===== config.mk =====
export PLATFORM = sky130hd
export DESIGN_NAME = area_of_interest_event_table_unit_flat
export DESIGN_NICKNAME = d
export VERILOG_FILES = /design/src/hw/rtl/aoiet_pkg.sv /design/src/hw/rtl/aoiet_stream_if.sv /design/src/hw/rtl/area_of_interest_event_table_unit.sv /design/src/flat_wrapper.sv
export SDC_FILE = /design/constraint.sdc
export NUM_CORES = 1
export LEC_CHECK = 0
export BUFFER_PORTS_ARGS = -buffer_cell sky130_fd_sc_hd__buf_4
export CAP_MARGIN = 15
export CORE_MARGIN = 2
export CORE_UTILIZATION = 30
export CTS_CLUSTER_DIAMETER = 50
export DETAILED_ROUTE_END_ITERATION = 8
export PLACE_DENSITY_LB_ADDON = 0.25
export SLEW_MARGIN = 20
export SYNTH_ARGS = -nofsm -noshare
export SYNTH_HDL_FRONTEND = slang
export SYNTH_MEMORY_MAX_BITS = 65536
export SYNTH_SLANG_ARGS = --single-unit

===== constraint.sdc =====
create_clock -name clk_i -period 7.5 [get_ports clk_i]
set_clock_uncertainty 0.15 [all_clocks]
set_input_delay 1.125 -clock clk_i [delete_from_list [all_inputs] [get_ports clk_i]]
set_output_delay 1.125 -clock clk_i [all_outputs]
set_load 0.01 [all_outputs]

===== src/hw/rtl/aoiet_pkg.sv =====
`timescale 1ns / 1ps
`default_nettype none
// ----------------------------------------------------------------------------
// aoiet_pkg: shared types and constants for the event table unit
// Request and event codes, table entry layout and sequencer states.
// ----------------------------------------------------------------------------
package aoiet_pkg;

  localparam int unsigned MaxObjectsDefault = 64;

  typedef enum logic [1:0] {
    FUNC_ADD   = 2'd0,
    FUNC_MOVE  = 2'd1,
    FUNC_LEAVE = 2'd2,
    FUNC_NONE  = 2'd3
  } func_e;

  typedef enum logic [1:0] {
    EV_ENTER = 2'd0,
    EV_MOVE  = 2'd1,
    EV_LEAVE = 2'd2,
    EV_NONE  = 2'd3
  } event_e;

  typedef struct packed {
    logic [1:0]         func;
    logic [15:0]        obj_id;
    logic signed [15:0] pos_x;
    logic signed [15:0] pos_y;
    logic [14:0]        watch_radius;
  } req_t;

  typedef struct packed {
    logic [1:0]         event_kind;
    logic [15:0]        other_id;
    logic signed [15:0] other_x;
    logic signed [15:0] other_y;
    logic               last;
  } evt_t;

  typedef struct packed {
    logic [14:0]        radius;
    logic signed [15:0] y;
    logic signed [15:0] x;
    logic [15:0]        id;
  } entry_t;

  typedef enum logic [2:0] {
    ST_IDLE,
    ST_FIND,
    ST_CLASS,
    ST_COMMIT,
    ST_SCAN,
    ST_EMIT
  } state_e;

  function automatic logic in_range(logic signed [15:0] cx, logic signed [15:0] cy,
                                    logic [14:0] r, logic signed [15:0] ox,
                                    logic signed [15:0] oy);
    logic signed [16:0] dx;
    logic signed [16:0] dy;
    logic [16:0]        ax;
    logic [16:0]        ay;
    dx = 17'(ox) - 17'(cx);
    dy = 17'(oy) - 17'(cy);
    ax = dx[16] ? 17'(-dx) : 17'(dx);
    ay = dy[16] ? 17'(-dy) : 17'(dy);
    return (ax <= {2'b00, r}) && (ay <= {2'b00, r});
  endfunction

endpackage
`default_nettype wire


===== src/hw/rtl/aoiet_stream_if.sv =====
`timescale 1ns / 1ps
`default_nettype none
// ----------------------------------------------------------------------------
// aoiet_stream_if: valid/ready channel
// Carries one item of payload type T per handshake.
// ----------------------------------------------------------------------------
interface aoiet_stream_if #(parameter type T = logic);
  logic valid;
  logic ready;
  T     data;
  modport source (output valid, output data, input ready);
  modport sink (input valid, input data, output ready);
endinterface
`default_nettype wire


===== src/hw/rtl/area_of_interest_event_table_unit.sv =====
`timescale 1ns / 1ps
`default_nettype none
// ----------------------------------------------------------------------------
// area_of_interest_event_table_unit: object table with range events
// Add, move and leave requests scan the table and emit enter, move and leave
// events for objects inside the requester's square watch area.
//
//   channel  dir  payload
//   req      in   func, obj_id, pos_x, pos_y, watch_radius
//   evt      out  event_kind, other_id, other_x, other_y, last
//
// After a request is taken: an id search pass, then a classification pass
// (which ends the request at once if it is ignored), then per event kind a
// minimum-id scan for each event plus a final empty one, then a commit step.
// One registered table read per cycle sets the pace.
// Reset clears all valid bits at once. A stalled event holds the sequencer.
// ----------------------------------------------------------------------------
module area_of_interest_event_table_unit
  import aoiet_pkg::*;
#(
  parameter int unsigned MAX_OBJECTS = MaxObjectsDefault
) (
  input  wire logic clk_i,
  input  wire logic rst_ni,
  aoiet_stream_if.sink   req,
  aoiet_stream_if.source evt
);

  localparam int unsigned IW = (MAX_OBJECTS > 1) ? $clog2(MAX_OBJECTS) : 1;
  localparam int unsigned CW = $clog2(MAX_OBJECTS + 1);
  localparam logic [IW-1:0] LastIdx = IW'(MAX_OBJECTS - 1);

  entry_t                 mem_q  [MAX_OBJECTS];
  event_e                 kind_q [MAX_OBJECTS];
  logic [MAX_OBJECTS-1:0] vld_q;
  logic [CW-1:0]          count_q;

  state_e        state_q, state_d;
  req_t          req_q;
  logic [IW-1:0] idx_q;
  logic          iss_q;
  logic          pact_q;
  logic [IW-1:0] pidx_q;
  entry_t        rd_e_q;
  event_e        rd_k_q;
  logic          rd_v_q;
  logic [IW-1:0] self_q;
  logic          found_q;
  logic [IW-1:0] free_q;
  logic          free_ok_q;
  entry_t        me_q;
  event_e        pass_q;
  logic          prev_ok_q;
  logic [15:0]   prev_id_q;
  logic          best_ok_q;
  entry_t        best_e_q;
  evt_t          hold_q;
  logic          hold_v_q;
  evt_t          out_q;
  logic          out_vld_q;

  logic        scan_st;
  logic        pass_end;
  logic        out_free;
  logic        emit_go;
  logic        push_en;
  logic        out_vld_d;
  evt_t        push_data;
  logic [14:0] new_r;
  logic        new_in, old_in, hit;
  event_e      cls;
  logic        ok_go;

  assign scan_st  = (state_q == ST_FIND) || (state_q == ST_CLASS) || (state_q == ST_SCAN);
  assign pass_end = pact_q && (pidx_q == LastIdx);
  assign out_free = !out_vld_q || evt.ready;
  assign emit_go  = !hold_v_q || out_free;
  assign new_r    = (req_q.func == FUNC_ADD) ? req_q.watch_radius : me_q.radius;
  assign old_in   = in_range(me_q.x, me_q.y, me_q.radius, rd_e_q.x, rd_e_q.y);
  assign new_in   = in_range(req_q.pos_x, req_q.pos_y, new_r, rd_e_q.x, rd_e_q.y);
  assign hit      = pact_q && (rd_k_q == pass_q)
                    && (!prev_ok_q || rd_e_q.id > prev_id_q)
                    && (!best_ok_q || rd_e_q.id < best_e_q.id);

  always_comb begin
    cls = EV_NONE;
    if (rd_v_q && !(found_q && pidx_q == self_q)) begin
      case (req_q.func)
        FUNC_ADD: begin
          if (new_in) cls = EV_ENTER;
        end
        FUNC_MOVE: begin
          if (old_in && new_in) cls = EV_MOVE;
          else if (new_in) cls = EV_ENTER;
          else if (old_in) cls = EV_LEAVE;
        end
        FUNC_LEAVE: begin
          if (old_in) cls = EV_LEAVE;
        end
        default: cls = EV_NONE;
      endcase
    end
  end

  always_comb begin
    case (req_q.func) inside
      FUNC_ADD:   ok_go = !found_q && free_ok_q && (count_q < CW'(MAX_OBJECTS));
      FUNC_MOVE,
      FUNC_LEAVE: ok_go = found_q;
      default:    ok_go = 1'b0;
    endcase
  end

  always_comb begin
    state_d = state_q;
    unique case (state_q)
      ST_IDLE:   if (req.valid) state_d = ST_FIND;
      ST_FIND:   if (pass_end) state_d = ST_CLASS;
      ST_CLASS: begin
        if (!ok_go) state_d = ST_IDLE;
        else if (pass_end) state_d = ST_SCAN;
      end
      ST_SCAN:   if (pass_end) state_d = ST_EMIT;
      ST_EMIT: begin
        if (best_ok_q) begin
          if (emit_go) state_d = ST_SCAN;
        end else if (pass_q == EV_LEAVE) begin
          state_d = ST_COMMIT;
        end else begin
          state_d = ST_SCAN;
        end
      end
      ST_COMMIT: if (emit_go) state_d = ST_IDLE;
      default:   state_d = ST_IDLE;
    endcase
  end

  // the newest event waits in hold_q until the next one or the commit decides last
  always_comb begin
    push_en        = hold_v_q && out_free &&
                     (((state_q == ST_EMIT) && best_ok_q) || (state_q == ST_COMMIT));
    push_data      = hold_q;
    push_data.last = (state_q == ST_COMMIT);
    out_vld_d      = push_en || (out_vld_q && !evt.ready);
  end

  assign req.ready = (state_q == ST_IDLE);
  assign evt.valid = out_vld_q;
  assign evt.data  = out_q;

  always_ff @(posedge clk_i) begin
    rd_e_q <= mem_q[idx_q];
    rd_k_q <= kind_q[idx_q];
    rd_v_q <= vld_q[idx_q];
    pidx_q <= idx_q;
    if (state_q == ST_IDLE && req.valid) begin
      req_q <= req.data;
    end
    if (state_q == ST_FIND && pact_q && rd_v_q && rd_e_q.id == req_q.obj_id && !found_q) begin
      me_q <= rd_e_q;
    end
    if (state_q == ST_CLASS && pact_q) begin
      kind_q[pidx_q] <= cls;
    end
    if (state_q == ST_SCAN && hit) begin
      best_e_q <= rd_e_q;
    end
    if (state_q == ST_EMIT && best_ok_q && emit_go) begin
      hold_q    <= '{event_kind: pass_q, other_id: best_e_q.id,
                     other_x: best_e_q.x, other_y: best_e_q.y, last: 1'b0};
      prev_id_q <= best_e_q.id;
    end
    if (push_en) begin
      out_q <= push_data;
    end
    if (state_q == ST_COMMIT && emit_go) begin
      if (req_q.func == FUNC_ADD) begin
        mem_q[free_q] <= '{radius: req_q.watch_radius, y: req_q.pos_y,
                           x: req_q.pos_x, id: req_q.obj_id};
      end else if (req_q.func == FUNC_MOVE) begin
        mem_q[self_q] <= '{radius: me_q.radius, y: req_q.pos_y,
                           x: req_q.pos_x, id: req_q.obj_id};
      end
    end
  end

  always_ff @(posedge clk_i or negedge rst_ni) begin
    if (!rst_ni) begin
      state_q   <= ST_IDLE;
      vld_q     <= '0;
      count_q   <= '0;
      idx_q     <= '0;
      iss_q     <= 1'b0;
      pact_q    <= 1'b0;
      self_q    <= '0;
      found_q   <= 1'b0;
      free_q    <= '0;
      free_ok_q <= 1'b0;
      pass_q    <= EV_ENTER;
      prev_ok_q <= 1'b0;
      best_ok_q <= 1'b0;
      hold_v_q  <= 1'b0;
      out_vld_q <= 1'b0;
    end else begin
      state_q   <= state_d;
      out_vld_q <= out_vld_d;
      pact_q    <= scan_st && iss_q && (state_d == state_q);
      if (state_d != state_q) begin
        idx_q <= '0;
        iss_q <= 1'b1;
      end else if (scan_st && iss_q) begin
        idx_q <= idx_q + IW'(1);
        iss_q <= (idx_q != LastIdx);
      end
      unique case (state_q)
        ST_IDLE: begin
          found_q   <= 1'b0;
          free_ok_q <= 1'b0;
          pass_q    <= EV_ENTER;
          prev_ok_q <= 1'b0;
          best_ok_q <= 1'b0;
          hold_v_q  <= 1'b0;
        end
        ST_FIND: begin
          if (pact_q && rd_v_q && rd_e_q.id == req_q.obj_id && !found_q) begin
            found_q <= 1'b1;
            self_q  <= pidx_q;
          end
          if (pact_q && !rd_v_q && !free_ok_q) begin
            free_ok_q <= 1'b1;
            free_q    <= pidx_q;
          end
        end
        ST_CLASS: ;
        ST_SCAN: begin
          if (hit) best_ok_q <= 1'b1;
        end
        ST_EMIT: begin
          if (best_ok_q) begin
            if (emit_go) begin
              best_ok_q <= 1'b0;
              hold_v_q  <= 1'b1;
              prev_ok_q <= 1'b1;
            end
          end else if (pass_q != EV_LEAVE) begin
            if (pass_q == EV_ENTER) pass_q <= EV_MOVE;
            else pass_q <= EV_LEAVE;
            prev_ok_q <= 1'b0;
          end
        end
        ST_COMMIT: begin
          if (emit_go) begin
            hold_v_q <= 1'b0;
            if (req_q.func == FUNC_ADD) begin
              vld_q[free_q] <= 1'b1;
              count_q <= count_q + CW'(1);
            end else if (req_q.func == FUNC_LEAVE) begin
              vld_q[self_q] <= 1'b0;
              if (count_q != '0) count_q <= count_q - CW'(1);
            end
          end
        end
        default: ;
      endcase
    end
  end

  a_evt_hold: assert property (@(posedge clk_i) disable iff (!rst_ni)
    evt.valid && !evt.ready |=> evt.valid && $stable(evt.data));
  a_count_max: assert property (@(posedge clk_i) disable iff (!rst_ni)
    count_q <= CW'(MAX_OBJECTS));
  a_count_vld: assert property (@(posedge clk_i) disable iff (!rst_ni)
    $countones(vld_q) == int'(count_q));
  a_idle_empty: assert property (@(posedge clk_i) disable iff (!rst_ni)
    (state_q == ST_IDLE) |-> !hold_v_q);
  a_pass_known: assert property (@(posedge clk_i) disable iff (!rst_ni)
    pass_q != EV_NONE);

endmodule
`default_nettype wire

===== src/flat_wrapper.sv =====
// flat-port wrapper written by rule: the top's interface ports become plain ports
module area_of_interest_event_table_unit_flat import aoiet_pkg::*;
#(
  parameter int unsigned MAX_OBJECTS = MaxObjectsDefault
)
  (clk_i, rst_ni, req_valid, req_data, req_ready, evt_valid, evt_data, evt_ready);
  aoiet_stream_if req_i ();
  aoiet_stream_if evt_i ();
  input  wire logic clk_i;
  input  wire logic rst_ni;
  input wire logic [$bits(req_i.valid)-1:0] req_valid;
  input wire logic [$bits(req_i.data)-1:0] req_data;
  output wire logic [$bits(req_i.ready)-1:0] req_ready;
  output wire logic [$bits(evt_i.valid)-1:0] evt_valid;
  output wire logic [$bits(evt_i.data)-1:0] evt_data;
  input wire logic [$bits(evt_i.ready)-1:0] evt_ready;
  assign req_i.valid = req_valid;
  assign req_i.data = req_data;
  assign req_ready = req_i.ready;
  assign evt_valid = evt_i.valid;
  assign evt_data = evt_i.data;
  assign evt_i.ready = evt_ready;
  area_of_interest_event_table_unit #(.MAX_OBJECTS(MAX_OBJECTS)) u_core (.clk_i(clk_i), .rst_ni(rst_ni), .req(req_i), .evt(evt_i));
endmodule

---- Word level (Yosys, flattened, before mapping) ----
Memory sizes are Yosys's and may differ from the RTL's. A register that Yosys moved wholly into a read port is not among the register bits.
Cells that the tools add are included.
word-level totals
  bits in registers ....................... 191
  bits in latches ......................... 0
  RAM bits ................................ 128
  bits in read-only memories .............. 0
  input bits .............................. 5
  output and inout port bits .............. 3
  memories ................................ 1
operators by class
  add/subtract/negate cells ............... 4
  multipliers ............................. 0
  div/mod/pow operators ................... 0
  $lt $le $gt $ge ......................... 8
  eq/ne operators ......................... 23
  shift operators ......................... 0
  multiplexer cells ....................... 43
  bitwise operators ....................... 1
  reductions and logical operators ........ 59
memory list
  name           depth  width  rd ports  clocked after Yosys merged registers in  wr ports  line                                     RTL
  u_core.kind_q  64     2      1         1                                        1         area_of_interest_event_table_unit.sv:34  event_e kind_q [MAX_OBJECTS];
operators by type and width
  kind                   count
  $or A64 B64 Y64        1
  $le A17 B1 Y1          2
  $mux W17               2
  $neg A16 Y17           2
  $mux W3                9
  $logic_and A1 B1 Y1    25
  $pmux W3 S6            1
  $gt A16 B16 Y1         1
  $logic_not A16 Y1      1
  $lt A16 B16 Y1         1
  $mux W1                16
  $lt A6 B7 Y1 const B   2
  $mux W6                2
  $reduce_and A2 Y1      6
  $mux W2                5
  $ne A2 B2 Y1 const B   5
  $logic_not A1 Y1       9
  $logic_or A1 B1 Y1     8
  $ne A2 B1 Y1 const B   4
  $add A7 B1 Y7 const B  1
  $lt A7 B7 Y1 const B   1
  $add A6 B1 Y6 const B  1
  $bmux W1 S6            1
  $demux W1 S6           1
  other kinds (22)       31

---- Depth between registers and ports, before layout ----
  word-level depth ........................ 8
  gate-level depth with buffers ........... 8
  mapped depth without buffers ............ 5

---- Least setup slack after synthesis ----
No wires, ideal clock.
  kind .................................... flip-flop to flip-flop
  start ................................... reg u_core.pidx_q[3]
  end ..................................... mem u_core.kind_q[0][0] in the netlist's numbering (data pin)
  library setup time ...................... 0.906 ns
  data arrival time ....................... 4.464 ns
  setup slack ............................. 1.981 ns
  cell stages (with the launch flop) ...... 5
  path buffers ............................ 1
  cells stage by stage .................... dfxtp_1 clkbuf_1 xnor2_1 nand4_1 o41ai_1
on the way
  word-level cells in the longest chain between the ends .. 5
ends and longest elaborated chain
  item                      line                                      RTL
  start: declaration        area_of_interest_event_table_unit.sv:43   logic [IW-1:0] pidx_q;
  start signal: assignment  area_of_interest_event_table_unit.sv:155  pidx_q <= idx_q;
  $eq A6 B6 Y1              area_of_interest_event_table_unit.sv:87   if (rd_v_q && !(found_q && pidx_q == self_q)) begin
  $logic_and A1 B1 Y1       area_of_interest_event_table_unit.sv:87
  $logic_not A1 Y1          area_of_interest_event_table_unit.sv:87
  $logic_and A1 B1 Y1       area_of_interest_event_table_unit.sv:87
  $mux W2                   area_of_interest_event_table_unit.sv:87
  net u_core.cls[0]         area_of_interest_event_table_unit.sv:71   event_e cls;
  end: declaration          area_of_interest_event_table_unit.sv:34
The timed path passes the listed nets, and every way through them passes these cells.

---- Worst setup path in the final report ----
  start ................................... reg u_core.state_q[2]
  end ..................................... out req_ready
on the way
  word-level cells in the longest chain between the ends .. 1
ends and longest elaborated chain
  item                      line                                      RTL
  start: declaration        area_of_interest_event_table_unit.sv:38   state_e state_q, state_d;
  start signal: assignment  area_of_interest_event_table_unit.sv:205  state_q <= state_d;
  $logic_not A3 Y1          area_of_interest_event_table_unit.sv:147  assign req.ready = (state_q == ST_IDLE);
  end: declaration          flat_wrapper.sv:13                        output wire logic [$bits(req_i.ready)-1:0] req_ready;
No other way between the ends.

==> flow_summary.toml <==
[status]
run_status = "complete, no violations"

[synthesis]
ys_top_cells_by_area = "dfrtp_1 (32%), edfxtp_1 (25%), mux4_2 (6.5%)"
syn_area_per_cell_um2 = 12.5
ys_types = 68
ys.flop_type = "dfrtp_1"
yosysTopAreaCellShare_pct = 32.1
synthTopCellsByCount = "dfrtp_1 (102), nor2_1 (80), edfxtp_1 (65)"
syn_nets = 644
async_reset_ff_share_pct = 58.3
synthCells = 637
synth.most_common_cell = "dfrtp_1"
synth_edf_count = 65
ys_ff_latch = 175
yosysSeqAreaShare_pct = 58.6
ys_warn_count = 0
syn_area_um2 = 7950
synth_area_leader_cell = "dfrtp_1"

[sta]
relSlewSlack_pct = 37.0
hold_viol = 0
rsz0062_at_grt = "false"
holdWs_ns = 0.300
fin_crit_ns = 3.00
setup_violations = 0
tightest_slew_ns = 0.938
setup_slack_ns = 4.50
drv_slew = 0
fin_setup_tns_ns = 0
max_clock_freq_ghz = 0.334
finalCritPeriodShare_pct = 39.9

[drt]
vias_per_cell = 5.25
ant_nets = 0
wl_per_cell_um = 18.9
wl_mm = 18.5
dr.pass1.iters = 5
route.detailed.drc = 0
drt_iter0_markers = 502
via_count = 5147

[cts]
holdBufCountCts = 0
clock_latency_ns = 0.43
ctsHtreeMaxLevel = 4
numClockSinks = 175
cts_resized = 0
root_buffer = "clkbuf_16"
cts_tree = "built"
cts_setup_buffers = 0
clockBufferDepth = 2
cts_buffers = 17
cts.reportedPaths.clkPinSlew_ns = 0.06

[floorplan]
die_x_um = 167
start_util_pct = 30.5
rows = 59
die_h_um = 167
core-area_um2 = 26100
die_area_um2 = 27800
ios = 8

[placed_design]
port_buffers = 6
dp_hpwl_mm = 12.0
dpl_cell_area_um2 = 8310
gp_congestion = 0.772
dp_slack_ns = 4.46

[pwr]
pwr-share-comb_pct = 21.6
netSwitchingFraction_pct = 32.7
p_int_mw = 1.82
p_leak_nw = 3.60
power_switching_mw = 0.881
p_clk_share_pct = 32.1
peakVddDrop_mv = 0.167
pwr_density_cell_nw_per_um2 = 304
p_seq_share_pct = 46.3

[critical_path]
crit_type = "flop to output pin"
endpoint_kind = "output pin"
critPathMaxFanout = 19
cp-start-kind = "flop"
worstPathRequired_ns = 6.22
critical_path_arrival_ns = 1.72

[global_route]
grt_pass1_vias = 5355
antenna_found_initial = 0
grt_pass1_wl_mm = 29.9
grt_max_degree = 65
grt_usage_pct = 13.8
grt_overflow = 0

[final_layout]
drive_gt1_share_pct = 16.0
multi_input_area_um2 = 3100
nets = 639
area_delta_synth_final_pct = 11.6
n_antenna_cell = 0
regArea_um2 = 4670
fill_cells = 2555
finalInstanceArea_um2 = 8880
final_util_pct = 34.1

[min_path]
min_path_type = "flop to flop"

[job]
drv_cap = 0
cell families (layout without fill, tap and decap cells):
| family | after synthesis | after routing | share of synthesized area (%) |
|---|---|---|---|
| buffers and inverters | 44 | 52 | 2.42 |
| XOR/XNOR | 16 | 16 | 1.76 |
| AO/OA/AOI/OAI | 130 | 130 | 11.8 |
| multiplexers | 57 | 57 | 11.2 |
| flip-flops | 175 | 175 | 58.6 |
| adder cells (fa/ha/maj) | 2 | 2 | 0.315 |
| AND/OR/NAND/NOR | 213 | 213 | 13.8 |
worst paths after layout:
| check | start | slack [ns] | to | depth (start not counted) |
|---|---|---|---|---|
| min | u_core.vld_q[3]$_DFFE_PN0P_ | 0.30 | u_core.vld_q[3]$_DFFE_PN0P_ | 1 |
| max | u_core.state_q[2]$_DFF_PN0_ | 4.50 | req_ready | 3 |
| min in group asynchronous | rst_ni | 0.52 | u_core.count_q[4]$_DFFE_PN0P_ | 1 |
| min reg2reg | u_core.vld_q[3]$_DFFE_PN0P_ | 0.30 | u_core.vld_q[3]$_DFFE_PN0P_ | 1 |
| max in group asynchronous | rst_ni | 5.42 | u_core.idx_q[0]$_DFFE_PN0P_ | 2 |
| max reg2reg | u_core.state_q[1]$_DFF_PN0_ | 4.66 | u_core.kind_q[54][0]$_DFFE_PP_ | 5 |
per-stage QoR:
step / instances / total power [mW]
5_1_grt: 980 / 2.84
4_1_cts: 980 / 2.71
3_5_place_dp: 948 / 1.85
6_report: 980 / 2.70
2_1_floorplan: 637 / 1.66
3_3_place_gp: 948 / 1.84
cell type report:
cell class              count  area share [%]
inverters                   8           0.338
well taps                 335            4.72
repair buffers             12            1.01
clock buffers              18            4.83
clock inverters            14            1.58
flip-flops and latches    175            52.6
multi-input cells         418            35.0
power groups by stage:
stage	Combinational (mW)	Sequential, mW	Clock, mW
floorplan	0.526	1.14	0
global placement	0.578	1.26	0
detailed placement	0.583	1.27	0
CTS	0.586	1.25	0.882
global route	0.642	1.26	0.932
finish	0.583	1.25	0.867
flip-flops by register name, summed over array words and instances (netlist names), 2 cells and up:
name and count:
u_core.self_q 6, u_core.pidx_q 6, u_core.kind_q 64, u_core.free_q 6, u_core.pass_q 2, u_core.state_q 3, u_core.idx_q 6, u_core.vld_q 64
u_core.count_q 7
cell usage in the layout, fill, tap and decap left out, types with 5 or more instances in the layout:
cell type and count:
nand2_1 35, a21o_1 32, o21bai_1 32, nor3_1 12
nand3b_1 7, nor2_1 80, clkbuf_16 17, nand3_1 17
mux4_2 23, or3_1 7, nand2b_1 5, a211oi_1 7
edfxtp_1 65, mux2i_1 9, nand4_1 6, a21oi_1 9
nor2b_1 8, xnor2_1 12, o21ai_0 16, inv_1 7
dfrtp_1 101, mux2_2 25, buf_4 12, dfxtp_1 8
routing by layer:
layer | vias up | global-route usage, % | part of all wire [%]
met2 | 112 | 23.0 | 49
met4 | 0 | 3.75 | 1.1
li1 | 2349 | - | -
met5 | - | 0 | 0
met1 | 2670 | 18.3 | 45
met3 | 16 | 2.88 | 4.7
worst max-delay path: stages (launching register included):
cell and delay (ns):
dfrtp_1 0.60, or3_1 0.51, inv_1 0.07, buf_4 0.11
No activity file was read; power rests on OpenSTA's default activity.
